===== src/assert_macros.svh =====
// Assertion macros used by the top-level RTL file of the ALU block.
`ifndef ASSERT_MACROS_SVH
`define ASSERT_MACROS_SVH
`ifndef SYNTHESIS
// Implication or plain property checked on each rising clock edge outside reset.
`define ASSERT_AT(name, clk, rst_n, prop, msg) \
	name: assert property (@(posedge clk) disable iff (!rst_n) prop) else $error(msg);
// Condition that must never be seen on a rising clock edge outside reset.
`define ASSERT_NEVER(name, clk, rst_n, expr, msg) \
	name: assert property (@(posedge clk) disable iff (!rst_n) !(expr)) else $error(msg);
`else
`define ASSERT_AT(name, clk, rst_n, prop, msg)
`define ASSERT_NEVER(name, clk, rst_n, expr, msg)
`endif
`endif


===== src/ealu_pkg.sv =====
// Types and constants of the 8-bit ALU with flags.
package ealu_pkg;

	// Operation codes
	typedef enum logic [4:0] {
		OP_ADD      = 5'd0,
		OP_ADC      = 5'd1,
		OP_SUB      = 5'd2,
		OP_SBC      = 5'd3,
		OP_AND      = 5'd4,
		OP_XOR      = 5'd5,
		OP_OR       = 5'd6,
		OP_CP       = 5'd7,
		OP_INC      = 5'd8,
		OP_DEC      = 5'd9,
		OP_RLC      = 5'd10,
		OP_RRC      = 5'd11,
		OP_RL       = 5'd12,
		OP_RR       = 5'd13,
		OP_SLA      = 5'd14,
		OP_SRA      = 5'd15,
		OP_SWAP     = 5'd16,
		OP_SRL      = 5'd17,
		OP_RLCA     = 5'd18,
		OP_RRCA     = 5'd19,
		OP_RLA      = 5'd20,
		OP_RRA      = 5'd21,
		OP_BIT      = 5'd22,
		OP_RES      = 5'd23,
		OP_SET      = 5'd24,
		OP_DAA      = 5'd25,
		OP_CPL      = 5'd26,
		OP_SCF      = 5'd27,
		OP_CCF      = 5'd28,
		OP_ADD16    = 5'd29,
		OP_ADDSPREL = 5'd30,
		OP_UNUSED   = 5'd31
	} alu_op_t;

	// Flag bit positions
	localparam int FLAG_Z = 3;
	localparam int FLAG_N = 2;
	localparam int FLAG_H = 1;
	localparam int FLAG_C = 0;

	// Decimal adjust constants
	localparam logic [7:0] DAA_HIGH_ADJ   = 8'h60;
	localparam logic [7:0] DAA_LOW_ADJ    = 8'h06;
	localparam logic [7:0] DAA_HIGH_LIMIT = 8'h99;
	localparam logic [3:0] DAA_DIGIT_MAX  = 4'h9;

	// Stream widths
	localparam int S_DATA_W = 56;
	localparam int S_USER_W = 5;
	localparam int M_DATA_W = 32;

	// One operation with its operands
	typedef struct packed {
		alu_op_t     op;
		logic [7:0]  acc;
		logic [7:0]  operand;
		logic [15:0] wide_base;
		logic [15:0] wide_operand;
		logic [2:0]  bit_index;
		logic [3:0]  flags_in;
	} alu_in_t;

	// One result
	typedef struct packed {
		logic [7:0]  result;
		logic [15:0] wide_result;
		logic [3:0]  flags_out;
		logic        writes_result;
	} alu_out_t;

endpackage


===== src/eight_bit_alu_with_flags.sv =====
// Top level of the ALU: input register, combinational datapath, result register.
//
// Usage:
//   Operations enter on the s_axis channel: tuser carries the operation code,
//   tdata carries the accumulator, operand, 16-bit base and operand, bit index
//   and incoming flags. Results leave on the m_axis channel, one result item
//   per operation item, in order: 8-bit result, 16-bit result, new flags and
//   the write-back flag.
//   Path: an accepted item is registered in the input stage, runs through the
//   datapath and lands in the result register, from which it can be taken on
//   the output (two register stages).
//   Throughput: one item per clock cycle while m_axis_tready is high, set by
//   the combinational datapath between the registers; both stages move together.
//   Stalls: when m_axis_tready is low the result is held, the input stage
//   keeps one more item, and s_axis_tready drops only when both are full.
//   Reset: arst_n clears both valid flags at once; no item is in flight after
//   reset and the block is ready on the first cycle.
module eight_bit_alu_with_flags (
	input  logic                           clk,
	input  logic                           arst_n,
	input  logic                           s_axis_tvalid,
	output logic                           s_axis_tready,
	// acc, operand, wide_base, wide_operand, bit_index, flags_in, zero pad
	input  logic [ealu_pkg::S_DATA_W-1:0] s_axis_tdata,
	// op
	input  logic [ealu_pkg::S_USER_W-1:0] s_axis_tuser,
	output logic                           m_axis_tvalid,
	input  logic                           m_axis_tready,
	// result, wide_result, flags_out, writes_result, zero pad
	output logic [ealu_pkg::M_DATA_W-1:0] m_axis_tdata
);
	import ealu_pkg::*;

	`include "assert_macros.svh"

	alu_in_t  item_s1;
	logic     valid_s1;
	alu_out_t res_comb;
	alu_out_t res_s2;
	logic     valid_s2;
	logic     s_accept;
	logic     s2_ready;
	logic     s2_load;

	// Handshake between the stages
	assign s2_ready      = !valid_s2 || m_axis_tready;
	assign s2_load       = valid_s1 && s2_ready;
	assign s_axis_tready = !valid_s1 || s2_ready;
	assign s_accept      = s_axis_tvalid && s_axis_tready;

	// Input stage valid
	always_ff @(posedge clk or negedge arst_n) begin
		if (!arst_n) begin
			valid_s1 <= 1'b0;
		end else if (s_accept) begin
			valid_s1 <= 1'b1;
		end else if (s2_load) begin
			valid_s1 <= 1'b0;
		end
	end

	// Input stage payload
	always_ff @(posedge clk) begin
		if (s_accept) begin
			item_s1.op           <= alu_op_t'(s_axis_tuser[4:0]);
			item_s1.acc          <= s_axis_tdata[7:0];
			item_s1.operand      <= s_axis_tdata[15:8];
			item_s1.wide_base    <= s_axis_tdata[31:16];
			item_s1.wide_operand <= s_axis_tdata[47:32];
			item_s1.bit_index    <= s_axis_tdata[50:48];
			item_s1.flags_in     <= s_axis_tdata[54:51];
		end
	end

	// Datapath
	ealu_core u_core (
		.item (item_s1),
		.res  (res_comb)
	);

	// Result stage valid
	always_ff @(posedge clk or negedge arst_n) begin
		if (!arst_n) begin
			valid_s2 <= 1'b0;
		end else if (s2_load) begin
			valid_s2 <= 1'b1;
		end else if (m_axis_tready) begin
			valid_s2 <= 1'b0;
		end
	end

	// Result stage payload
	always_ff @(posedge clk) begin
		if (s2_load) begin
			res_s2 <= res_comb;
		end
	end

	// Output packing
	assign m_axis_tvalid = valid_s2;
	assign m_axis_tdata  = {3'b000, res_s2.writes_result, res_s2.flags_out,
		res_s2.wide_result, res_s2.result};

	// Checks
	`ASSERT_AT(a_load_fills_s1, clk, arst_n, s_accept |=> valid_s1,
		"accepted item did not reach the input stage")
	`ASSERT_AT(a_s1_held, clk, arst_n, (valid_s1 && !s2_load && !s_accept) |=> valid_s1,
		"item dropped from the input stage without moving on")
	`ASSERT_NEVER(a_cp_no_write, clk, arst_n,
		valid_s1 && (item_s1.op == OP_CP) && res_comb.writes_result,
		"compare produced a write-back")
	`ASSERT_NEVER(a_wide_zero, clk, arst_n,
		valid_s1 && (item_s1.op != OP_ADD16) && (item_s1.op != OP_ADDSPREL)
		&& (res_comb.wide_result != 16'h0000),
		"16-bit result nonzero for an 8-bit operation")

endmodule


===== src/ealu_core.sv =====
// Combinational datapath of the ALU: adders, shifter, bit unit, decimal adjust and flags.
module ealu_core (
	input  ealu_pkg::alu_in_t  item,
	output ealu_pkg::alu_out_t res
);
	import ealu_pkg::*;

	// Shift and rotate kinds, shared by the CB group and the accumulator group
	typedef enum logic [2:0] {
		SH_RLC  = 3'd0,
		SH_RRC  = 3'd1,
		SH_RL   = 3'd2,
		SH_RR   = 3'd3,
		SH_SLA  = 3'd4,
		SH_SRA  = 3'd5,
		SH_SWAP = 3'd6,
		SH_SRL  = 3'd7
	} shift_kind_t;

	logic        fz, fn, fh, fc;
	logic        cin;
	logic [8:0]  add_sum;
	logic [4:0]  add_half;
	logic [8:0]  sub_diff;
	logic [4:0]  sub_half;
	logic [7:0]  a, v;
	logic [7:0]  bit_mask;
	logic        acc_shift;
	logic [7:0]  sh_in;
	logic [4:0]  sh_code;
	shift_kind_t sh_kind;
	logic [7:0]  sh_out;
	logic        sh_c;
	logic        daa_hi, daa_lo;
	logic [7:0]  daa_adj;
	logic [7:0]  daa_val;
	logic [16:0] w16_sum;
	logic [12:0] w16_half;
	logic [15:0] sp_sum;
	logic [4:0]  sp_half;
	logic [8:0]  sp_low;

	assign a  = item.acc;
	assign v  = item.operand;
	assign fz = item.flags_in[FLAG_Z];
	assign fn = item.flags_in[FLAG_N];
	assign fh = item.flags_in[FLAG_H];
	assign fc = item.flags_in[FLAG_C];

	// Carry in only for the with-carry forms
	assign cin = ((item.op == OP_ADC) || (item.op == OP_SBC)) & fc;

	// 8-bit add and subtract with nibble carries
	assign add_sum  = {1'b0, a} + {1'b0, v} + {8'd0, cin};
	assign add_half = {1'b0, a[3:0]} + {1'b0, v[3:0]} + {4'd0, cin};
	assign sub_diff = {1'b0, a} - {1'b0, v} - {8'd0, cin};
	assign sub_half = {1'b0, a[3:0]} - {1'b0, v[3:0]} - {4'd0, cin};

	// Single-bit mask for bit, res, set
	assign bit_mask = 8'h01 << item.bit_index;

	// Shifter: accumulator forms reuse the first four kinds
	assign acc_shift = (item.op >= OP_RLCA);
	assign sh_in     = acc_shift ? a : v;
	assign sh_code   = acc_shift ? (item.op - OP_RLCA) : (item.op - OP_RLC);
	assign sh_kind   = shift_kind_t'(sh_code[2:0]);

	always_comb begin
		case (sh_kind)
			SH_RLC: begin
				sh_out = {sh_in[6:0], sh_in[7]};
				sh_c   = sh_in[7];
			end
			SH_RRC: begin
				sh_out = {sh_in[0], sh_in[7:1]};
				sh_c   = sh_in[0];
			end
			SH_RL: begin
				sh_out = {sh_in[6:0], fc};
				sh_c   = sh_in[7];
			end
			SH_RR: begin
				sh_out = {fc, sh_in[7:1]};
				sh_c   = sh_in[0];
			end
			SH_SLA: begin
				sh_out = {sh_in[6:0], 1'b0};
				sh_c   = sh_in[7];
			end
			SH_SRA: begin
				sh_out = {sh_in[7], sh_in[7:1]};
				sh_c   = sh_in[0];
			end
			SH_SWAP: begin
				sh_out = {sh_in[3:0], sh_in[7:4]};
				sh_c   = 1'b0;
			end
			SH_SRL: begin
				sh_out = {1'b0, sh_in[7:1]};
				sh_c   = sh_in[0];
			end
			default: begin
				sh_out = sh_in;
				sh_c   = 1'b0;
			end
		endcase
	end

	// Decimal adjust: correction picked from N, H, C and the digits
	assign daa_hi  = fn ? fc : (fc || (a > DAA_HIGH_LIMIT));
	assign daa_lo  = fn ? fh : (fh || (a[3:0] > DAA_DIGIT_MAX));
	assign daa_adj = (daa_hi ? DAA_HIGH_ADJ : 8'h00) | (daa_lo ? DAA_LOW_ADJ : 8'h00);
	assign daa_val = fn ? (a - daa_adj) : (a + daa_adj);

	// 16-bit adds
	assign w16_sum  = {1'b0, item.wide_base} + {1'b0, item.wide_operand};
	assign w16_half = {1'b0, item.wide_base[11:0]} + {1'b0, item.wide_operand[11:0]};
	assign sp_sum   = item.wide_base + {{8{v[7]}}, v};
	assign sp_half  = {1'b0, item.wide_base[3:0]} + {1'b0, v[3:0]};
	assign sp_low   = {1'b0, item.wide_base[7:0]} + {1'b0, v};

	// Result and flag selection
	always_comb begin
		res.result        = 8'h00;
		res.wide_result   = 16'h0000;
		res.flags_out     = item.flags_in;
		res.writes_result = 1'b1;
		case (item.op)
			OP_ADD, OP_ADC: begin
				res.result    = add_sum[7:0];
				res.flags_out = {add_sum[7:0] == 8'h00, 1'b0, add_half[4], add_sum[8]};
			end
			OP_SUB, OP_SBC: begin
				res.result    = sub_diff[7:0];
				res.flags_out = {sub_diff[7:0] == 8'h00, 1'b1, sub_half[4], sub_diff[8]};
			end
			OP_CP: begin
				res.writes_result = 1'b0;
				res.flags_out     = {sub_diff[7:0] == 8'h00, 1'b1, sub_half[4], sub_diff[8]};
			end
			OP_AND: begin
				res.result    = a & v;
				res.flags_out = {(a & v) == 8'h00, 1'b0, 1'b1, 1'b0};
			end
			OP_XOR: begin
				res.result    = a ^ v;
				res.flags_out = {(a ^ v) == 8'h00, 1'b0, 1'b0, 1'b0};
			end
			OP_OR: begin
				res.result    = a | v;
				res.flags_out = {(a | v) == 8'h00, 1'b0, 1'b0, 1'b0};
			end
			OP_INC: begin
				res.result    = v + 8'h01;
				res.flags_out = {v == 8'hff, 1'b0, v[3:0] == 4'hf, fc};
			end
			OP_DEC: begin
				res.result    = v - 8'h01;
				res.flags_out = {v == 8'h01, 1'b1, v[3:0] == 4'h0, fc};
			end
			OP_RLC, OP_RRC, OP_RL, OP_RR, OP_SLA, OP_SRA, OP_SWAP, OP_SRL: begin
				res.result    = sh_out;
				res.flags_out = {sh_out == 8'h00, 1'b0, 1'b0, sh_c};
			end
			OP_RLCA, OP_RRCA, OP_RLA, OP_RRA: begin
				res.result    = sh_out;
				res.flags_out = {1'b0, 1'b0, 1'b0, sh_c};
			end
			OP_BIT: begin
				res.writes_result = 1'b0;
				res.flags_out     = {(v & bit_mask) == 8'h00, 1'b0, 1'b1, fc};
			end
			OP_RES: begin
				res.result = v & ~bit_mask;
			end
			OP_SET: begin
				res.result = v | bit_mask;
			end
			OP_DAA: begin
				res.result    = daa_val;
				res.flags_out = {daa_val == 8'h00, fn, 1'b0, daa_hi};
			end
			OP_CPL: begin
				res.result    = ~a;
				res.flags_out = {fz, 1'b1, 1'b1, fc};
			end
			OP_SCF: begin
				res.writes_result = 1'b0;
				res.flags_out     = {fz, 1'b0, 1'b0, 1'b1};
			end
			OP_CCF: begin
				res.writes_result = 1'b0;
				res.flags_out     = {fz, 1'b0, 1'b0, ~fc};
			end
			OP_ADD16: begin
				res.wide_result = w16_sum[15:0];
				res.flags_out   = {fz, 1'b0, w16_half[12], w16_sum[16]};
			end
			OP_ADDSPREL: begin
				res.wide_result = sp_sum;
				res.flags_out   = {1'b0, 1'b0, sp_half[4], sp_low[8]};
			end
			default: begin
				res.writes_result = 1'b0;
			end
		endcase
	end

endmodule

===== config.mk =====
export PLATFORM = sky130hd
export DESIGN_NAME = eight_bit_alu_with_flags
export DESIGN_NICKNAME = d
export VERILOG_FILES = /design/src/ealu_pkg.sv /design/src/eight_bit_alu_with_flags.sv /design/src/ealu_core.sv
export VERILOG_INCLUDE_DIRS = /design/src /design/src/src
export SDC_FILE = /design/constraint.sdc
export NUM_CORES = 1
export LEC_CHECK = 0
export ABC_AREA = 1
export BUFFER_PORTS_ARGS = -buffer_cell sky130_fd_sc_hd__buf_2
export CORE_UTILIZATION = 59
export DETAILED_ROUTE_END_ITERATION = 6
export GPL_ROUTABILITY_DRIVEN = 0
export PLACE_DENSITY = 0.88
export SYNTH_ARGS = -nofsm -noshare
export SYNTH_HDL_FRONTEND = slang
export SYNTH_SLANG_ARGS = --single-unit

===== constraint.sdc =====
create_clock -name clk -period 6.3 [get_ports clk]
set_input_delay 0.315 -clock clk [delete_from_list [all_inputs] [get_ports clk]]
set_output_delay 0.315 -clock clk [all_outputs]
set_load 0.02 [all_outputs]

==> impl_summary.log, run 1 <==
[metrics] Worst Path Arrival: 3.94 ns
[metrics] total core area: 12800 sq um
[metrics] capture point of the critical path: m_axis_tdata[4]
[metrics] clock transition at the registers of the reported paths: 0.07 ns
[metrics] total net switching power: 0.744 mW
[metrics] CTS hold repair buffers: 1
[metrics] time the worst path needs with I/O delays and setup: 3.86 ns
[metrics] crit-path cells: nor2_1 -> inv_1 -> nor2_2 -> inv_1 -> nor3_1 -> inv_1 -> fa_1 -> inv_1 -> fa_1 -> nand2_1 -> nand2_1 -> nand2_1 -> xnor2_1 -> o221ai_1 -> nor4_1 -> nand2_1
[metrics] Critical Path Sink Type: register
[metrics] most frequent cells in the layout: 214 x sky130_fd_sc_hd__nand2_1, 113 x sky130_fd_sc_hd__nand3_1, 112 x sky130_fd_sc_hd__inv_1, 94 x sky130_fd_sc_hd__buf_2, 89 x sky130_fd_sc_hd__edfxtp_1
[metrics] layout filler cell count: 1009
[metrics] flip-flop and latch count after synthesis: 91
[metrics] Post-Layout Cell Count: 1271
[metrics] Post-synth EDFFs: 89
[metrics] Gate Count Post-Synth: 997
[metrics] top achievable clock speed: 259 MHz
[metrics] CTS HTree Levels: 3
[metrics] worst reg2reg path depth: 16
[metrics] setup tns final: 0 ns
[metrics] final hold violation count: 0
[metrics] Yosys warning total: 0
[metrics] Inserted Clock Buffers: 9
[metrics] worst clock skew: 0.00985 ns
[metrics] post-synth top area cell: sky130_fd_sc_hd__edfxtp_1
[metrics] timing startpoint of the critical path: item_s1[58]
[metrics] port buffer count: 94
[metrics] clock share of power: 0.273
[metrics] Rel. slew slack: 0.248
[metrics] I/O pin count: 99
[metrics] number of global-route vias before repair: 7127
[metrics] WS Path Type: register to register
[metrics] maximum number of pins on one net before global-route repair: 61
[metrics] fin nets: 1240
[metrics] post-cts sizing count: 0
[metrics] top area cells in the synthesized netlist: sky130_fd_sc_hd__edfxtp_1 34%, sky130_fd_sc_hd__ha_1 12%, sky130_fd_sc_hd__nand2_1 10%
[metrics] DRT iter0 DRCs: 1054
[metrics] post-layout utilization of the core: 0.686
[metrics] critical path fanouts, max: 7
[metrics] total clock sinks: 91
[metrics] area enclosed by the die boundary: 13700 sq um
[metrics] DRC Markers: 0
[metrics] final setup violation count: 0
[metrics] area of the mapped netlist: 7820 sq um
[metrics] sequential cell area fraction in the yosys report: 0.348
[metrics] most frequent standard cell in the layout excluding fill and tap cells: sky130_fd_sc_hd__nand2_1
[metrics] worst reg2reg path endpoint: m_axis_tdata[4]
[metrics] crit-path max cell delay: 0.52 ns
[metrics] Leak Pwr: 4.08 nW
[metrics] CTS root buf: sky130_fd_sc_hd__clkbuf_16
[metrics] Overall Power: 1.99 mW
[metrics] highest-delay cell along the critical path: sky130_fd_sc_hd__edfxtp_1
[metrics] post-route antenna net violation count: 0
[metrics] maximum vdd ir drop: 216 uV
[metrics] count of distinct cell types in the synthesized netlist: 53
[metrics] MaxCap Viol Count: 0
[metrics] DIE WIDTH: 117 um
[metrics] share of final-layout standard cells stronger than drive strength 1: 0.148
[metrics] Area Growth Syn to Fin: 12.1%
[metrics] category of the worst setup path launch point: register
[metrics] worst setup slack after layout: 2.44 ns
[metrics] total grt overflow: 0
[metrics] overall die height: 117 um
[metrics] worst hold slack after final layout: 0.131 ns
[metrics] Total Routing Usage GR: 0.340
[metrics] number of antenna violations at the first check in global routing: 0
[metrics] count of antenna diodes in the layout: 0
[metrics] number of cells in the design after placement: 1254
[metrics] clock tree from TritonCTS: yes
[metrics] power per standard cell area: 227 nW/um^2
[metrics] internal power: 1.25 mW
[metrics] fin. max-slew vios: 0
[metrics] dominant synthesized flop cell: sky130_fd_sc_hd__edfxtp_1
[metrics] result of the run: completed
[metrics] Setup Buffers After CTS: 0
[metrics] Placement Setup Slack: 2.65 ns
[metrics] via density per instance: 6.22
[metrics] dpl hpwl: 16900 um
[metrics] mean instance size in the synthesized netlist: 7.84 sq um
[metrics] Cell Rows: 41
[metrics] async set-or-reset flop fraction in the synthesized netlist: 0.0220
[metrics] final instance area: 8760 sq um
[metrics] part of the power in registers: 0.397
[metrics] Data required, critical path: 6.38 ns
[metrics] R2R setup slack: 2.44 ns
[metrics] initial cell density of the core: 0.612
[metrics] RSZ-0062 raised after global routing: false
[metrics] Hold WC Path Type: input port to register
[metrics] detailed-route via count: 7907
[metrics] total routed wirelength: 22400 um
[metrics] global-route wire length before repair: 34900 um
[metrics] Worst Max-Slew Pin Slew: 1.13 ns
[metrics] Comb pwr share: 0.329
[metrics] startpoint of the worst register-to-register path: item_s1[58]
[metrics] dpl cell area: 8440 sq um
[metrics] final clock period utilization by the worst path: 0.613
[metrics] Switching Share: 0.373
[metrics] count of TritonRoute iterations in the first routing pass: 7
[metrics] Wirelength per Cell: 17.6 um
[metrics] Clock Latency Late Sink: 0.35 ns
[metrics] maximum count of clock buffers along a single path: 2
[metrics] area share of the largest cell type after synthesis: 0.342
sequential cells by signal, summed over array words and instances (netlist names):
signal / count
m_axis_tvalid: 1
m_axis_tdata: 29
item_s1: 60
valid_s1: 1
cells by family after synthesis:
logic type,synth area share
other cells,0.000480
flops,0.348
fa+ha+maj,0.135
buf+inv,0.0741
xor+xnor,0.0291
simple gates,0.285
compound gates,0.128
power by group through the flow:
stage	sequential, mW	clock [mW]	combinational [mW]
3_3_place_gp	0.800	0	0.608
6_report	0.792	0.545	0.656
2_1_floorplan	0.813	0	0.436
5_1_grt	0.797	0.568	0.720
4_1_cts	0.789	0.547	0.636
3_5_place_dp	0.802	0	0.626
critical path, delay by kind of cell (launching register included):
| kind | cells | cell delay, ns |
|---|---|---|
| DFF | 1 | 0.52 |
| adders and majority gates | 2 | 0.62 |
| buffers and inverters | 4 | 0.36 |
| xor gates and xnor gates | 1 | 0.22 |
| AOI/OAI and AO/OA | 1 | 0.14 |
| and+or+nand+nor | 8 | 1.73 |
routing by layer:
metal	GRT usage	part of all wire	vias to the layer above
met5	0	0	-
met2	0.541	0.44	632
met1	0.436	0.38	3506
met3	0.0834	0.13	133
met4	0.167	0.055	0
li1	-	-	3636
layout make-up:
class	count	area [sq um]	area share
timing repair buffer	96	488	0.0557
inverter	132	495	0.0566
multi-input combinational	764	4530	0.517
sequential	91	2720	0.311
tap	172	215	0.0246
clock inverter	6	67.6	0.00771
clock buffer	10	239	0.0273
synth_stat cells (all sizes together), types with 3 or more instances:
cell type and number:
o2111ai 3, o22ai 21, a22oi 3, o221ai 3, o21ai 52, clkinv 4
o211ai 4, a21oi 64, edfxtp 89, nand2 223, nand3b 3, nor3 23
xnor2 9, nand4 24, or2 6, fa 6, inv 128, nor2 88
ha 75, a31o 3, buf 11, xor2 17, nand3 113, o21a 3
how the worst min path moves through the flow:
stage	start	endpoint	slack, ns	cells after the start
5_1_grt	s_axis_tdata[2]	item_s1[49]	0.12	1
3_5_place_dp	arst_n	m_axis_tvalid	0.10	1
4_1_cts	s_axis_tdata[5]	item_s1[52]	0.13	1
3_3_place_gp	arst_n	valid_s1	0.10	1
6_report	s_axis_tdata[41]	item_s1[16]	0.13	1
2_1_floorplan	arst_n	m_axis_tvalid	0.02	0
No activity file was read; power rests on OpenSTA's default activity.
==> run 2, diff against run 1 <==
- clock period: 6.3 -> 3.8 ns (I/O delays scaled with it)
==> run 2 against run 1 <==
  * The run now ends with design-rule violations left
  * Count of clock-buffer cells in the layout stayed put
  * First-iteration DRC count grew 4.6%
  * Combinational power grew 72%
  * Maximum frequency grew 13%
  * Sequential cell count stayed put
  * Utilization rose by 1.0 points
  * Critical path type unchanged
==> impl_summary.log, run 2 (synthesis results as in run 1) <==
[metrics] most frequent standard cell in the layout excluding fill and tap cells: sky130_fd_sc_hd__nand2_1
[metrics] register with the most flip-flops: item_s1
[metrics] power per standard cell area: 376 nW/um^2
[metrics] port buffer count: 94
[metrics] Cell Rows: 41
[metrics] max reg flops: 60
[metrics] total core area: 12800 sq um
[metrics] category of the worst setup path launch point: register
[metrics] critical path fanouts, max: 5
[metrics] area enclosed by the die boundary: 13700 sq um
[metrics] Data required, critical path: 3.90 ns
[metrics] setup tns final: 0 ns
[metrics] cell type group with the largest total delay on the critical path: simple AND/OR/NAND/NOR gates
[metrics] clock transition at the registers of the reported paths: 0.07 ns
[metrics] Overall Power: 3.35 mW
[metrics] RSZ-0062 raised after global routing: false
[metrics] crit-path max cell delay: 0.50 ns
[metrics] Clock Latency Late Sink: 0.36 ns
[metrics] DRT iter0 DRCs: 1102
[metrics] I/O pin count: 99
[metrics] CTS root buf: sky130_fd_sc_hd__clkbuf_16
[metrics] total clock sinks: 91
[metrics] Wirelength per Cell: 17.7 um
[metrics] GRT Max-Usage Layer: met2
[metrics] violations in the final reports: design-rule violations
[metrics] worst clock skew: 0.0104 ns
[metrics] layout filler cell count: 1025
[metrics] final clock period utilization by the worst path: 0.902
[metrics] number of antenna violations at the first check in global routing: 0
[metrics] share of final-layout standard cells stronger than drive strength 1: 0.159
[metrics] total grt overflow: 0
[metrics] total routed wirelength: 22700 um
[metrics] Leak Pwr: 4.15 nW
[metrics] post-layout utilization of the core: 0.696
[metrics] initial cell density of the core: 0.612
[metrics] count of TritonRoute iterations in the first routing pass: 7
[metrics] Inserted Clock Buffers: 9
[metrics] fin nets: 1257
[metrics] met2 usage: 0.535
[metrics] overall die height: 117 um
[metrics] detailed-route via count: 7962
[metrics] dpl cell area: 8550 sq um
[metrics] DIE WIDTH: 117 um
[metrics] time the worst path needs with I/O delays and setup: 3.43 ns
[metrics] highest-delay cell along the critical path: sky130_fd_sc_hd__edfxtp_1
[metrics] Post-Layout Cell Count: 1288
[metrics] count of antenna diodes in the layout: 0
[metrics] via density per instance: 6.18
[metrics] met3 GRT Util: 0.102
[metrics] DRC Markers: 1
[metrics] Area Growth Syn to Fin: 13.8%
[metrics] Critical Path Sink Type: register
[metrics] Rel. slew slack: 0.238
[metrics] fin. max-slew vios: 0
[metrics] Hold WC Path Type: input port to register
[metrics] post-route antenna net violation count: 0
[metrics] Crit path buffers/inverters: 4
[metrics] dpl hpwl: 17300 um
[metrics] number of cells in the design after placement: 1268
[metrics] Total Routing Usage GR: 0.345
[metrics] maximum number of pins on one net before global-route repair: 32
[metrics] global-route wire length before repair: 35300 um
[metrics] final hold violation count: 0
[metrics] Worst Path Arrival: 3.52 ns
[metrics] global-route track usage on met1: 0.445
[metrics] final instance area: 8890 sq um
[metrics] final setup violation count: 0
[metrics] Worst Max-Slew Pin Slew: 1.14 ns
[metrics] most frequent cells in the layout: 214 x sky130_fd_sc_hd__nand2_1, 113 x sky130_fd_sc_hd__nand3_1, 112 x sky130_fd_sc_hd__inv_1, 94 x sky130_fd_sc_hd__buf_2, 89 x sky130_fd_sc_hd__edfxtp_1
[metrics] maximum vdd ir drop: 396 uV
[metrics] CTS HTree Levels: 3
[metrics] WS Path Type: register to register
[metrics] clock tree from TritonCTS: yes
[metrics] MaxCap Viol Count: 0
[metrics] maximum count of clock buffers along a single path: 2
[metrics] crit-path cells: nor2_1 -> inv_1 -> nor2_2 -> inv_1 -> nor3_2 -> inv_1 -> fa_1 -> inv_1 -> fa_1 -> nand2_1 -> nand2_1 -> nand2_1 -> xnor2_1 -> o221ai_1 -> nor4_1 -> nand2_1
[metrics] top achievable clock speed: 292 MHz
[metrics] result of the run: finished, violations left
[metrics] number of global-route vias before repair: 7147
run 2: cell types whose count changed in the layout (fill, tap and decap cells not counted):
cell | before | now
sky130_fd_sc_hd__buf_4 | 1 | 15
sky130_fd_sc_hd__dlygate4sd3_1 | 1 | 4
sky130_fd_sc_hd__clkinv_4 | 2 | 0
sky130_fd_sc_hd__inv_6 | 0 | 2
sky130_fd_sc_hd__inv_8 | 3 | 1
sky130_fd_sc_hd__bufinv_16 | 0 | 1
sky130_fd_sc_hd__clkbuf_1 | 0 | 1
sky130_fd_sc_hd__clkbuf_8 | 1 | 0
sky130_fd_sc_hd__clkinv_2 | 0 | 1
sky130_fd_sc_hd__clkinv_8 | 1 | 0
sky130_fd_sc_hd__clkinvlp_4 | 0 | 1
sky130_fd_sc_hd__nor3_1 | 19 | 18
sky130_fd_sc_hd__nor3_2 | 2 | 3
run 2: layout make-up:
type / count / area [sq um] / share of cell area
Clock inverter: 6 / 71.3 / 0.00802
Sequential cell: 91 / 2720 / 0.306
Clock buffer: 10 / 229 / 0.0257
Inverter: 132 / 495 / 0.0557
Tap cell: 172 / 215 / 0.0242
Multi-Input combinational cell: 764 / 4540 / 0.510
Timing Repair Buffer: 113 / 623 / 0.0701
run 2: repair_timing:
item | 4_1_cts | 5_1_grt
gates resized for setup | 0 | 1
endpoints found under the setup margin | 0 | 1
buffers inserted | 0 | 0
hold buffers | 3 | 1
hold endpoints to repair | 4 | 1
run 2: stage by stage:
stage	hold WS (ns)	worst slack, ns
6_report	0.00135	0.373
5_1_grt	0.00000588	0.130
4_1_cts	0.0000344	0.330
3_5_place_dp	-0.0236	0.354
3_3_place_gp	-0.0232	0.439
2_1_floorplan	-0.106	0.869
run 2: worst paths after layout:
check	from	to	slack (ns)	cells after the start
worst max-delay path	item_s1[57]	m_axis_tdata[4]	0.37	16
worst min-delay path	s_axis_tdata[1]	item_s1[48]	0.001	1
worst max register to register	item_s1[57]	m_axis_tdata[4]	0.37	16
worst min register to register	valid_s1	m_axis_tvalid	0.52	2
max in group asynchronous	arst_n	valid_s1	3.56	2
min in group asynchronous	arst_n	m_axis_tvalid	0.15	2
run 2: metal layers:
| layer | routed length [um] | share of wire | vias up |
|---|---|---|---|
| met5 | 0 | 0 | - |
| li1 | - | - | 3667 |
| met3 | 3020 | 0.13 | 118 |
| met4 | 1170 | 0.051 | 0 |
| met2 | 9910 | 0.44 | 614 |
| met1 | 8650 | 0.38 | 3563 |
run 2: report_power, final:
group / leakage, nW / switching (mW) / internal [mW]
clock: 0.145 / 0.416 / 0.519
combinational: 3.12 / 0.749 / 0.378
sequential: 0.886 / 0.0633 / 1.22
total: 4.15 / 1.23 / 2.12
==> run 3, diff against run 2 <==
- ABC_AREA: 1 -> not set
==> run 3 against run 2 <==
  * The run still ends with design-rule violations left
  * Worst hold slack improved by 0.0093 ns
  * Area after synthesis fell by 5.3%
  * Final area is 0.27% lower
  * Maximum frequency decreased by 5.3%
  * Clock skew is 0.0012 ns lower
  * Die area is 5.2% lower
  * First-iteration DRC count fell by 25%
  * Final cell count down 15%
  * Critical path type unchanged
==> impl_summary.log, run 3 <==
[metrics] register with the most flip-flops: item_s1
[metrics] post-route antenna net violation count: 0
[metrics] overall die height: 114 um
[metrics] async set-or-reset flop fraction in the synthesized netlist: 0.0220
[metrics] Area Growth Syn to Fin: 19.9%
[metrics] Worst Max-Slew Pin Slew: 1.27 ns
[metrics] maximum count of clock buffers along a single path: 2
[metrics] Yosys warning total: 0
[metrics] area of the mapped netlist: 7400 sq um
[metrics] XOR/XNOR Fraction of Synth Area: 0.0580
[metrics] count of distinct cell types in the synthesized netlist: 69
[metrics] sequential standard cell area: 2720 sq um
[metrics] Total Routing Usage GR: 0.349
[metrics] flip-flop and latch count after synthesis: 91
[metrics] via density per instance: 6.45
[metrics] count of antenna diodes in the layout: 0
[metrics] fraction of the mapped netlist area in compound gates: 0.188
[metrics] Wirelength per Cell: 20.0 um
[metrics] number of antenna violations at the first check in global routing: 0
[metrics] Rel. slew slack: 0.144
[metrics] Cell Rows: 40
[metrics] maximum vdd ir drop: 337 uV
[metrics] global-route wire length before repair: 34500 um
[metrics] area share of the largest cell type after synthesis: 0.361
[metrics] largest family of logic cells by synthesized area: compound AO/OA/AOI/OAI gates
[metrics] clock tree from TritonCTS: yes
[metrics] RSZ-0062 raised after global routing: false
[metrics] power per standard cell area: 357 nW/um^2
[metrics] dpl cell area: 8070 sq um
[metrics] number of global-route vias before repair: 6961
[metrics] footprint of the multi-input gates: 4360 sq um
[metrics] dpl hpwl: 15100 um
[metrics] DIE WIDTH: 114 um
[metrics] violations in the final reports: design-rule violations
[metrics] total clock sinks: 91
[metrics] setup tns final: 0 ns
[metrics] layout filler cell count: 883
[metrics] dominant synthesized flop cell: sky130_fd_sc_hd__edfxtp_1
[metrics] Leak Pwr: 3.63 nW
[metrics] most frequent cells in the layout: 94 x sky130_fd_sc_hd__buf_2, 89 x sky130_fd_sc_hd__edfxtp_1, 75 x sky130_fd_sc_hd__ha_1, 72 x sky130_fd_sc_hd__nor2_1, 53 x sky130_fd_sc_hd__o21ai_0
[metrics] final instance area: 8870 sq um
[metrics] final clock period utilization by the worst path: 0.952
[metrics] Hold WC Path Type: input port to register
[metrics] clock transition at the registers of the reported paths: 0.07 ns
[metrics] Critical Path Sink Type: register
[metrics] DRC Markers: 17
[metrics] top achievable clock speed: 277 MHz
[metrics] sequential cell area fraction in the yosys report: 0.368
[metrics] Post-synth EDFFs: 89
[metrics] maximum number of pins on one net before global-route repair: 36
[metrics] final setup violation count: 0
[metrics] Inserted Clock Buffers: 9
[metrics] post-layout utilization of the core: 0.732
[metrics] worst clock skew: 0.00922 ns
[metrics] CTS root buf: sky130_fd_sc_hd__clkbuf_16
[metrics] time the worst path needs with I/O delays and setup: 3.62 ns
[metrics] top area cells in the synthesized netlist: sky130_fd_sc_hd__edfxtp_1 36%, sky130_fd_sc_hd__ha_1 13%, sky130_fd_sc_hd__xnor2_1 3.7%
[metrics] fin. max-slew vios: 0
[metrics] result of the run: finished, violations left
[metrics] most repeated cell in the gate-level netlist after synthesis: sky130_fd_sc_hd__edfxtp_1
[metrics] critical path fanouts, max: 4
[metrics] mux cell area share after synthesis: 0.0250
[metrics] total grt overflow: 0
[metrics] MaxCap Viol Count: 0
[metrics] I/O pin count: 99
[metrics] count of TritonRoute iterations in the first routing pass: 7
[metrics] Data required, critical path: 3.89 ns
[metrics] Placement Setup Slack: 0.201 ns
[metrics] detailed-route via count: 7071
[metrics] most used standard cells in the synthesized netlist: 89 x sky130_fd_sc_hd__edfxtp_1, 75 x sky130_fd_sc_hd__ha_1, 72 x sky130_fd_sc_hd__nor2_1
[metrics] Gate Count Post-Synth: 777
[metrics] most frequent standard cell in the layout excluding fill and tap cells: sky130_fd_sc_hd__buf_2
[metrics] area enclosed by the die boundary: 13000 sq um
[metrics] area fraction in and, or, nand and nor cells after synthesis: 0.173
[metrics] Synth Area in Adders: 0.143
[metrics] category of the worst setup path launch point: register
[metrics] post-synth top area cell: sky130_fd_sc_hd__edfxtp_1
[metrics] WS Path Type: register to register
[metrics] mean instance size in the synthesized netlist: 9.52 sq um
[metrics] fin nets: 1069
[metrics] port buffer count: 94
[metrics] max reg flops: 60
[metrics] final hold violation count: 0
[metrics] total routed wirelength: 21900 um
[metrics] post-cts sizing count: 0
[metrics] Worst Path Arrival: 3.71 ns
[metrics] DRT iter0 DRCs: 830
[metrics] Clock Latency Late Sink: 0.36 ns
[metrics] share of final-layout standard cells stronger than drive strength 1: 0.156
[metrics] total core area: 12100 sq um
[metrics] worst setup slack after layout: 0.183 ns
[metrics] CTS HTree Levels: 3
[metrics] initial cell density of the core: 0.611
[metrics] Setup Buffers After CTS: 0
## run 3: area by class of cell
cell class              count  area share
well taps                 168      0.0237
flip-flops and latches     91       0.307
clock buffers              10      0.0269
clock inverters             6     0.00733
repair buffers            162       0.125
inverters                  45      0.0190
multi-input cells         614       0.491
## run 3: power breakdown
group | leakage, nW | switching, mW | internal (mW)
registers | 0.885 | 0.0583 | 1.20
logic | 2.59 | 0.601 | 0.408
clock network | 0.150 | 0.424 | 0.482
total | 3.63 | 1.08 | 2.09
## run 3: routing by layer
metal  GRT usage  wire length (um)
met2       0.562              9950
met3      0.0988              2570
met5           0                 0
met4       0.191              1040
met1       0.424              8370
## run 3: cell families after synthesis
kind of cell               Yosys count
DFF                                 91
xor gates and xnor gates            49
buffers and inverters               74
muxes                               16
other                                1
and+or+nand+nor                    251
adders and majority gates           81
AOI/OAI and AO/OA                  214
## run 3: final timing paths
path / to / cells after the start / slack, ns / from
hold / removal: item_s1[2] / 1 / 0.01 / s_axis_tdata[53]
setup reg to reg: m_axis_tdata[27] / 12 / 0.18 / item_s1[0]
max in group asynchronous: valid_s1 / 2 / 3.56 / arst_n
min in group asynchronous: m_axis_tvalid / 2 / 0.14 / arst_n
hold reg to reg: m_axis_tvalid / 1 / 0.50 / valid_s1
setup / recovery: m_axis_tdata[27] / 12 / 0.18 / item_s1[0]
## run 3: critical path, stage by stage (launching register included)
cell and delay [ns]:
sky130_fd_sc_hd__edfxtp_1 0.47, sky130_fd_sc_hd__nand3_1 0.18, sky130_fd_sc_hd__inv_1 0.07, sky130_fd_sc_hd__fa_1 0.41, sky130_fd_sc_hd__fa_1 0.46, sky130_fd_sc_hd__a21o_1 0.21
sky130_fd_sc_hd__a21o_1 0.22, sky130_fd_sc_hd__nand2_1 0.10, sky130_fd_sc_hd__a21oi_1 0.08, sky130_fd_sc_hd__a211oi_1 0.40, sky130_fd_sc_hd__or4_1 0.19, sky130_fd_sc_hd__nor3_1 0.04
sky130_fd_sc_hd__or4_1 0.52
## run 3: what timing repair did
action,4_1_cts,5_1_grt
hold endpoints to repair,51,0
hold buffers,50,0
setup endpoints to repair,0,0
## run 3: through the flow
stage | power, mW | cells | hold slack [ns]
6_report | 3.17 | 1096 | 0.0106
5_1_grt | 3.29 | 1096 | 0.00770
4_1_cts | 3.13 | 1096 | 0.000475
3_5_place_dp | 2.19 | 1030 | -0.0229
3_3_place_gp | 2.16 | 1030 | -0.0233
2_1_floorplan | 1.94 | 779 | -0.106
